--- src/rtl/core/sed_pkg.sv ---
// Shared types and codes of the swing extremum detector.
`default_nettype none

package sed_pkg;

   localparam int unsigned OUT_PRICE_BITS = 32;
   localparam int unsigned KIND_BITS      = 3;
   localparam int unsigned INDEX_BITS     = 32;

   localparam logic [KIND_BITS-1:0] KIND_HIGHER_HIGH = 3'd0;
   localparam logic [KIND_BITS-1:0] KIND_LOWER_HIGH  = 3'd1;
   localparam logic [KIND_BITS-1:0] KIND_HIGHER_LOW  = 3'd2;
   localparam logic [KIND_BITS-1:0] KIND_LOWER_LOW   = 3'd3;
   localparam logic [KIND_BITS-1:0] KIND_FLAT        = 3'd4;

   // Verdict of one window cell on the bar it is about to take in.
   typedef struct packed {
      logic high_block;
      logic low_block;
   } sed_block_type;

   // Control flags of the request held between the window and the classifier.
   typedef struct packed {
      logic valid;
      logic is_high;
      logic is_low;
   } sed_flags_type;

endpackage

`default_nettype wire

--- src/rtl/core/sed_bar_if.sv ---
// Request channel carrying one price bar.
`default_nettype none

interface sed_bar_if;
   logic        valid;
   logic        ready;
   logic [31:0] bar_high;
   logic [31:0] bar_low;

   modport source (output valid, output bar_high, output bar_low, input ready);
   modport sink   (input valid, input bar_high, input bar_low, output ready);
endinterface

`default_nettype wire

--- src/rtl/core/sed_ext_if.sv ---
// Response channel carrying one detected swing extremum.
`default_nettype none

interface sed_ext_if;
   logic        valid;
   logic        ready;
   logic [31:0] extremum_price;
   logic [2:0]  extremum_kind;
   logic [31:0] extremum_bar;

   modport source (output valid, output extremum_price, output extremum_kind,
                   output extremum_bar, input ready);
   modport sink   (input valid, input extremum_price, input extremum_kind,
                   input extremum_bar, output ready);
endinterface

`default_nettype wire

--- src/rtl/core/sed_cell.sv ---
// One window cell: holds a bar and judges the bar it takes in against the centre.
`default_nettype none

module sed_cell
   import sed_pkg::*;
#(
   parameter int unsigned PRICE_BITS = 32
) (
   input  wire                   clock,
   input  wire                   shift_en,
   input  wire  [PRICE_BITS-1:0] in_high,
   input  wire  [PRICE_BITS-1:0] in_low,
   input  wire  [PRICE_BITS-1:0] centre_high,
   input  wire  [PRICE_BITS-1:0] centre_low,
   output logic [PRICE_BITS-1:0] out_high,
   output logic [PRICE_BITS-1:0] out_low,
   output sed_block_type         block
);

   logic [PRICE_BITS-1:0] high_ff, high_in;
   logic [PRICE_BITS-1:0] low_ff, low_in;

   always_comb begin
      high_in = high_ff;
      low_in  = low_ff;
      if (shift_en) begin
         high_in = in_high;
         low_in  = in_low;
      end
   end

   always_ff @(posedge clock) begin
      high_ff <= high_in;
      low_ff  <= low_in;
   end

   // The incoming bar is the one this cell holds after the shift, so it is
   // judged against the centre of the shifted window.
   assign block.high_block = (in_high >= centre_high);
   assign block.low_block  = (in_low <= centre_low);

   assign out_high = high_ff;
   assign out_low  = low_ff;

endmodule

`default_nettype wire

--- src/rtl/core/sed_classify.sv ---
// Classifies a swing against the previous one and holds the response register.
`default_nettype none

module sed_classify
   import sed_pkg::*;
#(
   parameter int unsigned PRICE_BITS = 32
) (
   input  wire                   clock,
   input  wire                   reset,
   input  wire sed_flags_type    s1_flags,
   input  wire  [PRICE_BITS-1:0] s1_price,
   input  wire  [INDEX_BITS-1:0] s1_index,
   output logic                  advance,
   sed_ext_if.source             rsp_chan
);

   logic                      rsp_valid_ff, rsp_valid_in;
   logic [OUT_PRICE_BITS-1:0] price_ff, price_in;
   logic [KIND_BITS-1:0]      kind_ff, kind_in;
   logic [INDEX_BITS-1:0]     index_ff, index_in;
   logic [PRICE_BITS-1:0]     last_price_ff, last_price_in;
   logic                      have_last_ff, have_last_in;
   logic [OUT_PRICE_BITS-1:0] s1_price_out;
   logic                      hit;
   logic [KIND_BITS-1:0]      kind_new;

   generate
      if (PRICE_BITS >= OUT_PRICE_BITS) begin : g_trunc
         assign s1_price_out = s1_price[OUT_PRICE_BITS-1:0];
      end else begin : g_ext
         assign s1_price_out = {{(OUT_PRICE_BITS-PRICE_BITS){1'b0}}, s1_price};
      end
   endgenerate

   assign advance = !rsp_valid_ff || rsp_chan.ready;
   assign hit     = s1_flags.valid && (s1_flags.is_high || s1_flags.is_low);

   always_comb begin
      if (!have_last_ff) begin
         kind_new = s1_flags.is_high ? KIND_HIGHER_HIGH : KIND_LOWER_LOW;
      end else if (s1_price > last_price_ff) begin
         kind_new = s1_flags.is_high ? KIND_HIGHER_HIGH : KIND_HIGHER_LOW;
      end else if (s1_price < last_price_ff) begin
         kind_new = s1_flags.is_high ? KIND_LOWER_HIGH : KIND_LOWER_LOW;
      end else begin
         kind_new = KIND_FLAT;
      end
   end

   always_comb begin
      rsp_valid_in  = rsp_valid_ff;
      price_in      = price_ff;
      kind_in       = kind_ff;
      index_in      = index_ff;
      last_price_in = last_price_ff;
      have_last_in  = have_last_ff;
      if (advance) begin
         rsp_valid_in = hit;
         if (hit) begin
            price_in      = s1_price_out;
            kind_in       = kind_new;
            index_in      = s1_index;
            last_price_in = s1_price;
            have_last_in  = 1'b1;
         end
      end
   end

   always_ff @(posedge clock) begin
      if (reset) begin
         rsp_valid_ff  <= 1'b0;
         have_last_ff  <= 1'b0;
         last_price_ff <= '0;
      end else begin
         rsp_valid_ff  <= rsp_valid_in;
         have_last_ff  <= have_last_in;
         last_price_ff <= last_price_in;
      end
      price_ff <= price_in;
      kind_ff  <= kind_in;
      index_ff <= index_in;
   end

   assign rsp_chan.valid          = rsp_valid_ff;
   assign rsp_chan.extremum_price = price_ff;
   assign rsp_chan.extremum_kind  = kind_ff;
   assign rsp_chan.extremum_bar   = index_ff;

`ifndef SYNTHESIS
   // A pending response is always the most recent swing.
   a_pending_is_last: assert property (@(posedge clock) disable iff (reset)
      rsp_valid_ff |-> (have_last_ff && price_ff == OUT_PRICE_BITS'(last_price_ff)))
      else $error("pending response price differs from last swing price");

   // A swing high never gets a low kind.
   a_high_kind: assert property (@(posedge clock) disable iff (reset)
      (advance && hit && s1_flags.is_high) |=>
         (kind_ff == KIND_HIGHER_HIGH || kind_ff == KIND_LOWER_HIGH || kind_ff == KIND_FLAT))
      else $error("swing high classified with a low kind");

   // The first swing after reset is never flat.
   a_first_not_flat: assert property (@(posedge clock) disable iff (reset)
      (advance && hit && !have_last_ff) |=> (kind_ff != KIND_FLAT))
      else $error("first swing classified as flat");
`endif

endmodule

`default_nettype wire

--- src/rtl/core/swing_extremum_detector.sv ---
// A swing is held in the s1 request registers and then in the response register, which
// offers it; throughput is one bar per cycle while no response waits to be taken.
// The window is a shift chain of 2*HALF_WINDOW+1 cells, each comparing its incoming
// bar with the new centre in the accept cycle; the classifier adds one more stage.
// Synchronous reset empties the window count, the bar index and the swing history;
// the first response needs 2*HALF_WINDOW+1 bars after reset.
`default_nettype none

module swing_extremum_detector
   import sed_pkg::*;
#(
   parameter int unsigned HALF_WINDOW = 3,
   parameter int unsigned PRICE_BITS  = 32
) (
   input  wire       clock,
   input  wire       reset,
   sed_bar_if.sink   req_chan,
   sed_ext_if.source rsp_chan
);

   localparam int unsigned WIN_LEN = 2 * HALF_WINDOW + 1;
   localparam int unsigned FILL_W  = $clog2(WIN_LEN + 1);
   localparam logic [FILL_W-1:0]     FILL_FULL = FILL_W'(WIN_LEN);
   localparam logic [INDEX_BITS-1:0] HALF_IDX  = INDEX_BITS'(HALF_WINDOW);

   logic                  advance;
   logic                  accept;
   logic                  full_next;
   logic [PRICE_BITS-1:0] in_high, in_low;
   logic [PRICE_BITS-1:0] centre_high, centre_low;
   logic [PRICE_BITS-1:0] cell_high [WIN_LEN];
   logic [PRICE_BITS-1:0] cell_low  [WIN_LEN];
   sed_block_type         cell_block [WIN_LEN];
   logic [WIN_LEN-1:0]    high_block_vec, low_block_vec;
   logic                  is_high, is_low;

   logic [FILL_W-1:0]     fill_ff, fill_in;
   logic [INDEX_BITS-1:0] bars_ff, bars_in;
   sed_flags_type         s1_flags_ff, s1_flags_in;
   logic [PRICE_BITS-1:0] s1_price_ff, s1_price_in;
   logic [INDEX_BITS-1:0] s1_index_ff, s1_index_in;

   generate
      if (PRICE_BITS <= 32) begin : g_in_trunc
         assign in_high = req_chan.bar_high[PRICE_BITS-1:0];
         assign in_low  = req_chan.bar_low[PRICE_BITS-1:0];
      end else begin : g_in_ext
         assign in_high = {{(PRICE_BITS-32){1'b0}}, req_chan.bar_high};
         assign in_low  = {{(PRICE_BITS-32){1'b0}}, req_chan.bar_low};
      end
   endgenerate

   assign accept         = req_chan.valid && advance;
   assign req_chan.ready = advance;

   // After the shift, the centre is the bar now held one cell past the middle.
   assign centre_high = cell_high[HALF_WINDOW+1];
   assign centre_low  = cell_low[HALF_WINDOW+1];

   genvar i;
   generate
      for (i = 0; i < WIN_LEN; i++) begin : g_cell
         logic [PRICE_BITS-1:0] next_high, next_low;
         if (i == WIN_LEN - 1) begin : g_tail
            assign next_high = in_high;
            assign next_low  = in_low;
         end else begin : g_body
            assign next_high = cell_high[i+1];
            assign next_low  = cell_low[i+1];
         end

         sed_cell #(
            .PRICE_BITS (PRICE_BITS)
         ) u_cell (
            .clock       (clock),
            .shift_en    (accept),
            .in_high     (next_high),
            .in_low      (next_low),
            .centre_high (centre_high),
            .centre_low  (centre_low),
            .out_high    (cell_high[i]),
            .out_low     (cell_low[i]),
            .block       (cell_block[i])
         );

         if (i == HALF_WINDOW) begin : g_centre
            assign high_block_vec[i] = 1'b0;
            assign low_block_vec[i]  = 1'b0;
         end else begin : g_side
            assign high_block_vec[i] = cell_block[i].high_block;
            assign low_block_vec[i]  = cell_block[i].low_block;
         end
      end
   endgenerate

   assign is_high   = ~|high_block_vec;
   assign is_low    = ~|low_block_vec;
   assign full_next = (fill_ff >= FILL_FULL - FILL_W'(1));

   always_comb begin
      fill_in     = fill_ff;
      bars_in     = bars_ff;
      s1_flags_in = s1_flags_ff;
      s1_price_in = s1_price_ff;
      s1_index_in = s1_index_ff;
      if (accept) begin
         bars_in = bars_ff + INDEX_BITS'(1);
         if (fill_ff != FILL_FULL) begin
            fill_in = fill_ff + FILL_W'(1);
         end
      end
      if (advance) begin
         s1_flags_in.valid   = accept && full_next;
         s1_flags_in.is_high = is_high;
         s1_flags_in.is_low  = is_low;
         s1_price_in         = is_high ? centre_high : centre_low;
         s1_index_in         = bars_ff - HALF_IDX;
      end
   end

   always_ff @(posedge clock) begin
      if (reset) begin
         fill_ff     <= '0;
         bars_ff     <= '0;
         s1_flags_ff <= '0;
      end else begin
         fill_ff     <= fill_in;
         bars_ff     <= bars_in;
         s1_flags_ff <= s1_flags_in;
      end
      s1_price_ff <= s1_price_in;
      s1_index_ff <= s1_index_in;
   end

   sed_classify #(
      .PRICE_BITS (PRICE_BITS)
   ) u_classify (
      .clock    (clock),
      .reset    (reset),
      .s1_flags (s1_flags_ff),
      .s1_price (s1_price_ff),
      .s1_index (s1_index_ff),
      .advance  (advance),
      .rsp_chan (rsp_chan)
   );

`ifndef SYNTHESIS
   // A request is only tested once the window is full.
   a_tested_full: assert property (@(posedge clock) disable iff (reset)
      s1_flags_ff.valid |-> (fill_ff == FILL_FULL))
      else $error("window tested before it was full");

   // The request side stalls only behind a waiting response.
   a_stall_cause: assert property (@(posedge clock) disable iff (reset)
      !req_chan.ready |-> rsp_chan.valid)
      else $error("request side stalled with no response pending");
`endif

endmodule

`default_nettype wire
--- src/flat_wrapper.sv ---
// flat-port wrapper written by rule: the top's interface ports become plain ports
module swing_extremum_detector_flat import sed_pkg::*;
#(
   parameter int unsigned HALF_WINDOW = 3,
   parameter int unsigned PRICE_BITS  = 32
)
  (clock, reset, req_chan_valid, req_chan_bar_high, req_chan_bar_low, req_chan_ready, rsp_chan_valid, rsp_chan_extremum_price, rsp_chan_extremum_kind, rsp_chan_extremum_bar, rsp_chan_ready);
  sed_bar_if req_chan_i ();
  sed_ext_if rsp_chan_i ();
  input  wire clock;
  input  wire reset;
  input wire logic [$bits(req_chan_i.valid)-1:0] req_chan_valid;
  input wire logic [$bits(req_chan_i.bar_high)-1:0] req_chan_bar_high;
  input wire logic [$bits(req_chan_i.bar_low)-1:0] req_chan_bar_low;
  output wire logic [$bits(req_chan_i.ready)-1:0] req_chan_ready;
  output wire logic [$bits(rsp_chan_i.valid)-1:0] rsp_chan_valid;
  output wire logic [$bits(rsp_chan_i.extremum_price)-1:0] rsp_chan_extremum_price;
  output wire logic [$bits(rsp_chan_i.extremum_kind)-1:0] rsp_chan_extremum_kind;
  output wire logic [$bits(rsp_chan_i.extremum_bar)-1:0] rsp_chan_extremum_bar;
  input wire logic [$bits(rsp_chan_i.ready)-1:0] rsp_chan_ready;
  assign req_chan_i.valid = req_chan_valid;
  assign req_chan_i.bar_high = req_chan_bar_high;
  assign req_chan_i.bar_low = req_chan_bar_low;
  assign req_chan_ready = req_chan_i.ready;
  assign rsp_chan_valid = rsp_chan_i.valid;
  assign rsp_chan_extremum_price = rsp_chan_i.extremum_price;
  assign rsp_chan_extremum_kind = rsp_chan_i.extremum_kind;
  assign rsp_chan_extremum_bar = rsp_chan_i.extremum_bar;
  assign rsp_chan_i.ready = rsp_chan_ready;
  swing_extremum_detector #(.HALF_WINDOW(HALF_WINDOW), .PRICE_BITS(PRICE_BITS)) u_core (.clock(clock), .reset(reset), .req_chan(req_chan_i), .rsp_chan(rsp_chan_i));
endmodule
--- config.mk ---
export PLATFORM = sky130hd
export DESIGN_NAME = swing_extremum_detector_flat
export DESIGN_NICKNAME = d
export VERILOG_FILES = /design/src/rtl/core/sed_pkg.sv /design/src/rtl/core/sed_bar_if.sv /design/src/rtl/core/sed_ext_if.sv /design/src/rtl/core/sed_cell.sv /design/src/rtl/core/sed_classify.sv /design/src/rtl/core/swing_extremum_detector.sv /design/src/flat_wrapper.sv
export SDC_FILE = /design/constraint.sdc
export NUM_CORES = 1
export LEC_CHECK = 0
export BUFFER_PORTS_ARGS = -buffer_cell sky130_fd_sc_hd__buf_2
export CORE_MARGIN = 3
export CORE_UTILIZATION = 35
export CTS_CLUSTER_SIZE = 14
export DETAILED_ROUTE_END_ITERATION = 7
export HOLD_SLACK_MARGIN = 0.08
export PLACE_DENSITY_LB_ADDON = 0.2
export SLEW_MARGIN = 20
export SYNTH_ARGS = -nofsm -noshare
export SYNTH_HDL_FRONTEND = slang
export SYNTH_SLANG_ARGS = --single-unit
--- constraint.sdc ---
create_clock -name clock -period 24.9 [get_ports clock]
set_input_delay 1.245 -clock clock [delete_from_list [all_inputs] [get_ports clock]]
set_output_delay 1.245 -clock clock [all_outputs]
set_load 0.05 [all_outputs]
==> qor.csv, run 1 <==
stage;metric;value;unit
setup_path;Critical Path Max Stage Delay;740;ps
pwr;leakage power;0.0128;µW
global_route;number of global-route vias before repair;17600;
setup_path;Crit path depth;11;
clocking;CTS tree;yes;
timing;Final Hold Fails;0;
cells_and_area;Diodes inserted;0;
yosys;Seq/Total Area, Yosys;59.6;%
timing;Sum Neg Setup Slack;0;ps
yosys;synthesized cell area;0.0284;mm²
cells_and_area;multi-input combinational cell area;0.0109;mm²
clocking;CTS Buf Count;67;
clocking;Worst-path clk slew;60;ps
pwr;VDD IR max;0.0442;mV
clocking;clk_lat worst skew;610;ps
floorplanning;Starting Density;35.6;%
floorplanning;Die X-Extent;291;µm
timing;Fin Hold WS;416;ps
place;Setup WS pre-CTS;18760;ps
setup_path;CP endpoint;u_core.g_cell[3].u_cell.out_high[7];
setup_path;critical path capture point type;register;
floorplanning;Die H;291;µm
setup_path;R2R Path Start;u_core.g_cell[4].u_cell.out_high[13];
floorplanning;die area;0.0845;mm²
global_route;largest net degree at the start of global routing;155;
global_route;first-pass GRT wire length;98.3;mm
routing;vias per inst;5.11;
cells_and_area;fillers;7482;
setup_path;Worst R2R End;u_core.s1_price_ff[0];
yosys;Gate Count Post-Synth;2108;
clocking;Clock Tree Root;clkbuf_16;
timing;Slew headroom;32.9;%
yosys;Ys Warns;0;
cells_and_area;final net count;2779;
place;DP HPWL;47.2;mm
global_route;global-route usage over all layers;14.8;%
yosys;Main synth FF type;edfxtp_1;
routing;post-route ant nets;0;
yosys;Mapped Nets;2596;
routing;wire per inst;18.8;µm
clocking;postcts setup bufs;0;
setup_path;setup slack, reg-to-reg;20190;ps
place;Post-Place Cell Area;0.0303;mm²
routing;vias;17300;
setup_path;r2r worst-path depth;11;
timing;Worst-Margin Slew;997;ps
pwr;Final Power;2280;µW
cells_and_area;design area;0.0324;mm²
yosys;Avg Inst Size Synth;13.4;µm²
setup_path;worst setup path startpoint;rsp_chan_ready;
timing;FMAX;202;MHz
hold_path;hold crit path type;reg2reg;
yosys;synth cell count leaders;edfxtp_1, ha_1, a21oi_1;
timing;Final setup viols;0;
floorplanning;io pins;137;
yosys;async set-or-reset flop fraction in the synthesized netlist;0;%
setup_path;slowest cell on the critical path;buf_4;
clocking;CTS H-tree lvls;3;
clocking;Max clock buf depth;3;
timing;unrepaired setup endpoints after global routing;false;
setup_path;crit start category;input port;
setup_path;Crit path top cell by count;buf_4;
global_route;gr ovfl total;0;
clocking;Hold Buf Count CTS;0;
routing;First DRT Iteration DRCs;931;
setup_path;critical path type;in2reg;
clocking;CTS Sinks;587;
setup_path;CP Buf/Inv Count;9;
cells_and_area;share of cells above drive strength 1;10.9;%
routing;# DRC;0;
yosys;leading area contributor after synthesis;edfxtp_1;
timing;clock skew;21.7;ps
timing;minimum clock period;4950;ps
cells_and_area;area grow syn2layout;14.2;%
clocking;post_cts resized;0;
run;max_cap viols;0;
place;gpl congestion;0.798;
yosys;Yosys reg bits;587;
yosys;count leader, synth;edfxtp_1;
routing;drt total wl;63.8;mm
cells_and_area;register area;0.0169;mm²
pwr;power per cell area;70.3;mW/mm²
place;I/O Buffers;136;
yosys;synth unique cells;67;
setup_path;Crit Path Max Fanout;106;
timing;max-slew violations;0;
yosys;Synth area leaders;edfxtp_1, ha_1, dfxtp_1, a21oi_1, a21o_1;
timing;fin crit share;19.9;%
floorplanning;core area;0.0796;mm²
timing;Final Worst Setup Slack;19950;ps
routing;DR pass1 iterations;6;
yosys;share of the synthesized area in the top cell type;54.5;%
setup_path;Data required, critical path;25130;ps
floorplanning;# rows;103;
status;status;complete, no violations;
setup_path;crit-path leading delay family;buffers and inverters;
global_route;initial antenna violation count;1;
yosys;Post-synth EDFFs;515;
setup_path;crit-path cells;buf_2 > nor2b_1 > buf_4 > inv_2 > buf_4 > nand2_1 > inv_8 > buf_16 > buf_4 > buf_16 > buf_4;
setup_path;Critical Path AT;5180;ps
through the flow:
step / std cells / utilization [%]
floorplan: 2108 / -
CTS: 3387 / 40.6
global placement: 3270 / 38.0
finish: 3389 / 40.7
detailed placement: 3270 / 38.0
global route: 3389 / 40.7
worst reg2reg max path: cells and delay by family (launching register included):
family / cells / cell delay (ps)
adders and majority gates: 1 / 320
DFF: 1 / 380
and+or+nand+nor: 2 / 630
muxes: 1 / 430
AOI/OAI and AO/OA: 5 / 1920
buffers and inverters: 2 / 780
layer usage:
layer | GRT usage [%] | vias up | wire length [µm]
met5 | 0 | - | 0
met4 | 5.19 | 0 | 2160
met3 | 2.84 | 120 | 2770
met2 | 24.2 | 325 | 29400
met1 | 19.7 | 8406 | 29500
li1 | - | 8458 | -
logic make-up after synthesis:
family	synth area share, %
fa+ha+maj	18.5
xor+xnor	1.73
mux	1.13
flops	59.6
buf+inv	2.11
simple gates	8.19
compound gates	8.67
where the power goes:
group / total (µW) / internal, µW / switching [µW]
Sequential: 1150 / 1120 / 25.3
Combinational: 190 / 75.5 / 114
Clock: 940 / 532 / 408
state kept, by name (all words and copies together) (netlist names):
| name | flops |
|---|---|
| u_core.bars_ff | 32 |
| u_core.fill_ff | 3 |
| u_core.g_cell.u_cell.out_high | 192 |
| u_core.g_cell.u_cell.out_low | 192 |
| u_core.s1_flags_ff | 3 |
| u_core.s1_index_ff | 32 |
| u_core.s1_price_ff | 32 |
| u_core.u_classify.have_last_ff | 1 |
| u_core.u_classify.last_price_ff | 32 |
| u_core.u_classify.rsp_chan.extremum_bar | 32 |
| u_core.u_classify.rsp_chan.extremum_kind | 3 |
| u_core.u_classify.rsp_chan.extremum_price | 32 |
| u_core.u_classify.rsp_chan.valid | 1 |
layout by cell type, fill, tap and decap left out, types with 13 or more instances in the layout:
cell,instances
nand3_1,30
nor4_1,22
dfxtp_1,72
nor3_1,31
nor2_1,80
a211oi_1,28
a21oi_1,163
nand2_1,149
inv_1,116
buf_2,136
xor2_1,34
mux2i_1,31
o211ai_1,13
clkbuf_1,17
xnor2_1,22
clkinv_1,15
o21ai_0,57
a21o_1,86
edfxtp_1,515
ha_1,420
clkbuf_16,67
nand4_1,78
how the worst min path moves through the flow:
stage | start | to | slack, ps | depth (start not counted)
after floorplan | u_core.s1_index_ff[0] | u_core.u_classify.rsp_chan.extremum_bar[0] | 400 | 0
after global placement | u_core.s1_index_ff[27] | u_core.u_classify.rsp_chan.extremum_bar[27] | 410 | 0
after detailed placement | u_core.s1_index_ff[0] | u_core.u_classify.rsp_chan.extremum_bar[0] | 400 | 0
after CTS | u_core.s1_index_ff[19] | u_core.u_classify.rsp_chan.extremum_bar[19] | 420 | 0
after global routing | u_core.s1_index_ff[0] | u_core.u_classify.rsp_chan.extremum_bar[0] | 430 | 0
final | u_core.s1_index_ff[3] | u_core.u_classify.rsp_chan.extremum_bar[3] | 420 | 0
final cells by class:
class                   instances  area share, %
well taps                    1050           4.06
multi-input cells            1369           33.5
clock inverters                33          0.939
clock buffers                  84           5.37
inverters                     119           1.41
repair buffers                147           2.49
flip-flops and latches        587           52.2
Note: power is estimated with default switching activity, not from simulation.
==> inputs of run 2 (changes only) <==
- ABC_AREA: default -> 1
- clock period: 24.9 -> 5.1 ns (I/O delays scaled with it)
==> run 2 against run 1 <==
- critical path depth is 5 lower
- sequential power grew to 4.9 times the previous value
- flip-flop and latch count stayed put
- combinational power grew to 5.8 times the previous value
- cell area is 7.6% higher
- register-to-register slack worse by 18000 ps
- critical endpoint is now u_core.g_cell[2].u_cell.out_low[10]
- wire length is 11% higher
- largest power group unchanged
- clock power grew to 5.5 times the previous value
- utilization is 0.83 points higher
- hold slack worse by 280 ps
- area after synthesis is 4.9% higher
- first-iteration DRC count is 16% higher
==> qor.csv, run 2 <==
stage;metric;value;unit
setup_path;critical path capture point type;register;
setup_path;R2R Path Start;u_core.u_classify.rsp_chan.valid;
setup_path;crit start category;register;
routing;drt total wl;71.0;mm
routing;post-route ant nets;0;
yosys;Main synth FF type;edfxtp_1;
yosys;post-synthesis adder-cell area fraction;17.7;%
yosys;Gate Count Post-Synth;2668;
yosys;synth unique cells;50;
timing;Worst-Margin Slew;1070;ps
floorplanning;Starting Density;35.4;%
clocking;Clock Tree Root;clkbuf_16;
pwr;Comb pwr share;9.3;%
floorplanning;die area;0.0885;mm²
pwr;VDD IR max;0.211;mV
routing;vias per inst;4.81;
floorplanning;Die X-Extent;297;µm
setup_path;Data required, critical path;5310;ps
setup_path;slowest cell on the critical path;buf_12;
yosys;leading area contributor after synthesis;edfxtp_1;
yosys;Synth area leaders;edfxtp_1, ha_1, nand2_1, dfxtp_1, a21oi_1;
pwr;leakage power;0.0148;µW
timing;clock skew;27.6;ps
cells_and_area;most frequent cells in the layout;nand2_1, edfxtp_1, ha_1, inv_1, a21oi_1;
global_route;first-pass GRT wire length;112;mm
routing;wire per inst;17.3;µm
global_route;initial antenna violation count;4;
global_route;number of global-route vias before repair;20100;
cells_and_area;area grow syn2layout;17.2;%
clocking;CTS H-tree lvls;3;
cells_and_area;share of cells above drive strength 1;9.60;%
hold_path;hold path startpoint;rsp_chan_ready;
status;status;complete, no violations;
yosys;synthesized cell area;0.0297;mm²
timing;Sum Neg Setup Slack;0;ps
clocking;clk_lat worst skew;600;ps
clocking;Worst-path clk slew;60;ps
pwr;Seq pwr share;47.6;%
floorplanning;Die H;297;µm
place;DP HPWL;52.4;mm
yosys;share of the synthesized area in the top cell type;52.0;%
yosys;compound-cell area share of the yosys netlist;6.68;%
yosys;Post-synth EDFFs;515;
routing;met1 WL;33.3;mm
yosys;Ys Warns;0;
cells_and_area;most common cell after layout, fill and taps aside;nand2_1;
pwr;Net Sw Frac;24.0;%
yosys;async set-or-reset flop fraction in the synthesized netlist;0;%
timing;unrepaired setup endpoints after global routing;false;
yosys;synth cell count leaders;nand2_1, edfxtp_1, ha_1;
routing;Top Metal Used;met5;
pwr;clock power share;43.1;%
setup_path;worst setup path startpoint;u_core.u_classify.rsp_chan.valid;
setup_path;crit-path cells;inv_1 > nor2_2 > inv_2 > nand2_1 > inv_16 > buf_12;
run;max_cap viols;0;
yosys;Avg Inst Size Synth;11.1;µm²
yosys;count leader, synth;nand2_1;
setup_path;critical path type;reg2reg;
place;I/O Buffers;136;
routing;routed wl met2;33.0;mm
timing;Final Hold Fails;0;
clocking;CTS tree;yes;
yosys;largest family of logic cells by synthesized area;adder cells;
routing;vias;19800;
clocking;Max clock buf depth;3;
timing;Final Worst Setup Slack;1790;ps
clocking;postcts setup bufs;0;
floorplanning;io pins;137;
yosys;Seq/Total Area, Yosys;56.9;%
global_route;gr ovfl total;0;
global_route;largest net degree at the start of global routing;206;
cells_and_area;final net count;3408;
pwr;Sw Pwr;2850;µW
timing;minimum clock period;3310;ps
place;Setup WS pre-CTS;1860;ps
yosys;post-synthesis mux area share;0;%
setup_path;Crit Path Max Fanout;205;
timing;FMAX;302;MHz
yosys;Synth Area in XOR/XNOR;1.24;%
yosys;Mapped Nets;3156;
pwr;power per cell area;342;mW/mm²
pwr;Internal Pwr Total;9060;µW
global_route;global-route usage over all layers;16.0;%
routing;# DRC;0;
floorplanning;core area;0.0840;mm²
floorplanning;# rows;106;
routing;First DRT Iteration DRCs;1078;
setup_path;Critical Path AT;3520;ps
timing;max-slew violations;0;
hold_path;hold crit path type;in2reg;
timing;fin crit share;64.9;%
setup_path;Critical Path Max Stage Delay;790;ps
yosys;Synth Area in Simple Gates;13.7;%
timing;Final setup viols;0;
timing;Slew headroom;28.5;%
pwr;Final Power;11900;µW
routing;DR pass1 iterations;5;
clocking;CTS Buf Count;70;
cells_and_area;fillers;8007;
clocking;CTS Sinks;587;
yosys;Yosys reg bits;587;
place;gpl congestion;0.837;
routing;routed wl met3;2.71;mm
run 2: cell count changes in the layout (fill, tap and decap cells not counted), sizes merged, moves of 20 or more:
cell,previous run,this run
inv,124,269
dlygate4sd3,0,65
nand3,31,91
nor2,82,214
a21oi,163,235
a211oi,28,1
nand4,78,40
nor4,23,3
a21o,86,8
o21ai,57,86
nand2,149,557
mux2i,31,0
run 2: cell families (layout without fill, tap and decap cells):
| group | Yosys count | in the layout |
|---|---|---|
| simple gates | 950 | 950 |
| flops | 587 | 587 |
| fa+ha+maj | 420 | 420 |
| compound gates | 371 | 371 |
| buf+inv | 298 | 608 |
| xor+xnor | 42 | 42 |
| other cells | 0 | 3 |
run 2: power by group through the flow:
stage                     clock (µW)  sequential, µW  combinational, µW
after floorplan                    0            5690                757
final                           5140            5670               1110
after detailed placement           0            5770               1070
after CTS                       5300            5670               1120
after global placement             0            5770               1040
after global routing            5480            5690               1300
run 2: layout make-up:
type,count,area (µm²),share of cell area (%)
Tap cell,1134,1420,4.07
Antenna cell,3,7.51,0.0216
Clock inverter,27,303,0.869
Timing Repair Buffer,208,1400,4.01
Sequential cell,587,16900,48.5
Clock buffer,103,2070,5.94
Inverter,270,1030,2.96
Multi-Input combinational cell,1783,11700,33.6
run 2: through the flow:
step           std cells  area [µm²]  hold WS [ps]  util, %
2_1_floorplan       2668       29700           331        -
3_3_place_gp        3917       31800           401     37.9
3_5_place_dp        3917       31800           405     37.9
4_1_cts             4112       34800          82.6     41.5
5_1_grt             4112       34800           119     41.5
6_report            4115       34800           139     41.5
run 2: worst max-delay path: cells and delay by family, from the launching register on:
family	cells	cell delay (ps)
simple gates	2	500
flops	1	310
buf+inv	4	1620
run 2: worst paths after layout:
path / slack (ps) / depth (start not counted) / endpoint
max: 1790 / 6 / u_core.g_cell[2].u_cell.out_low[10]
max reg2reg: 1790 / 6 / u_core.g_cell[2].u_cell.out_low[10]
min: 140 / 4 / u_core.s1_flags_ff[0]
min reg2reg: 410 / 0 / u_core.u_classify.rsp_chan.extremum_bar[19]
run 2: what timing repair did:
action | 4_1_cts | 5_1_grt
hold endpoints to repair | 72 | 0
hold buffers | 65 | 0
gates resized for setup | 0 | 0
run 2: routing by layer:
layer	vias up	track usage, %
li1	9877	-
met1	9444	21.3
met2	342	26.5
met3	113	2.74
met4	2	5.08
met5	-	0
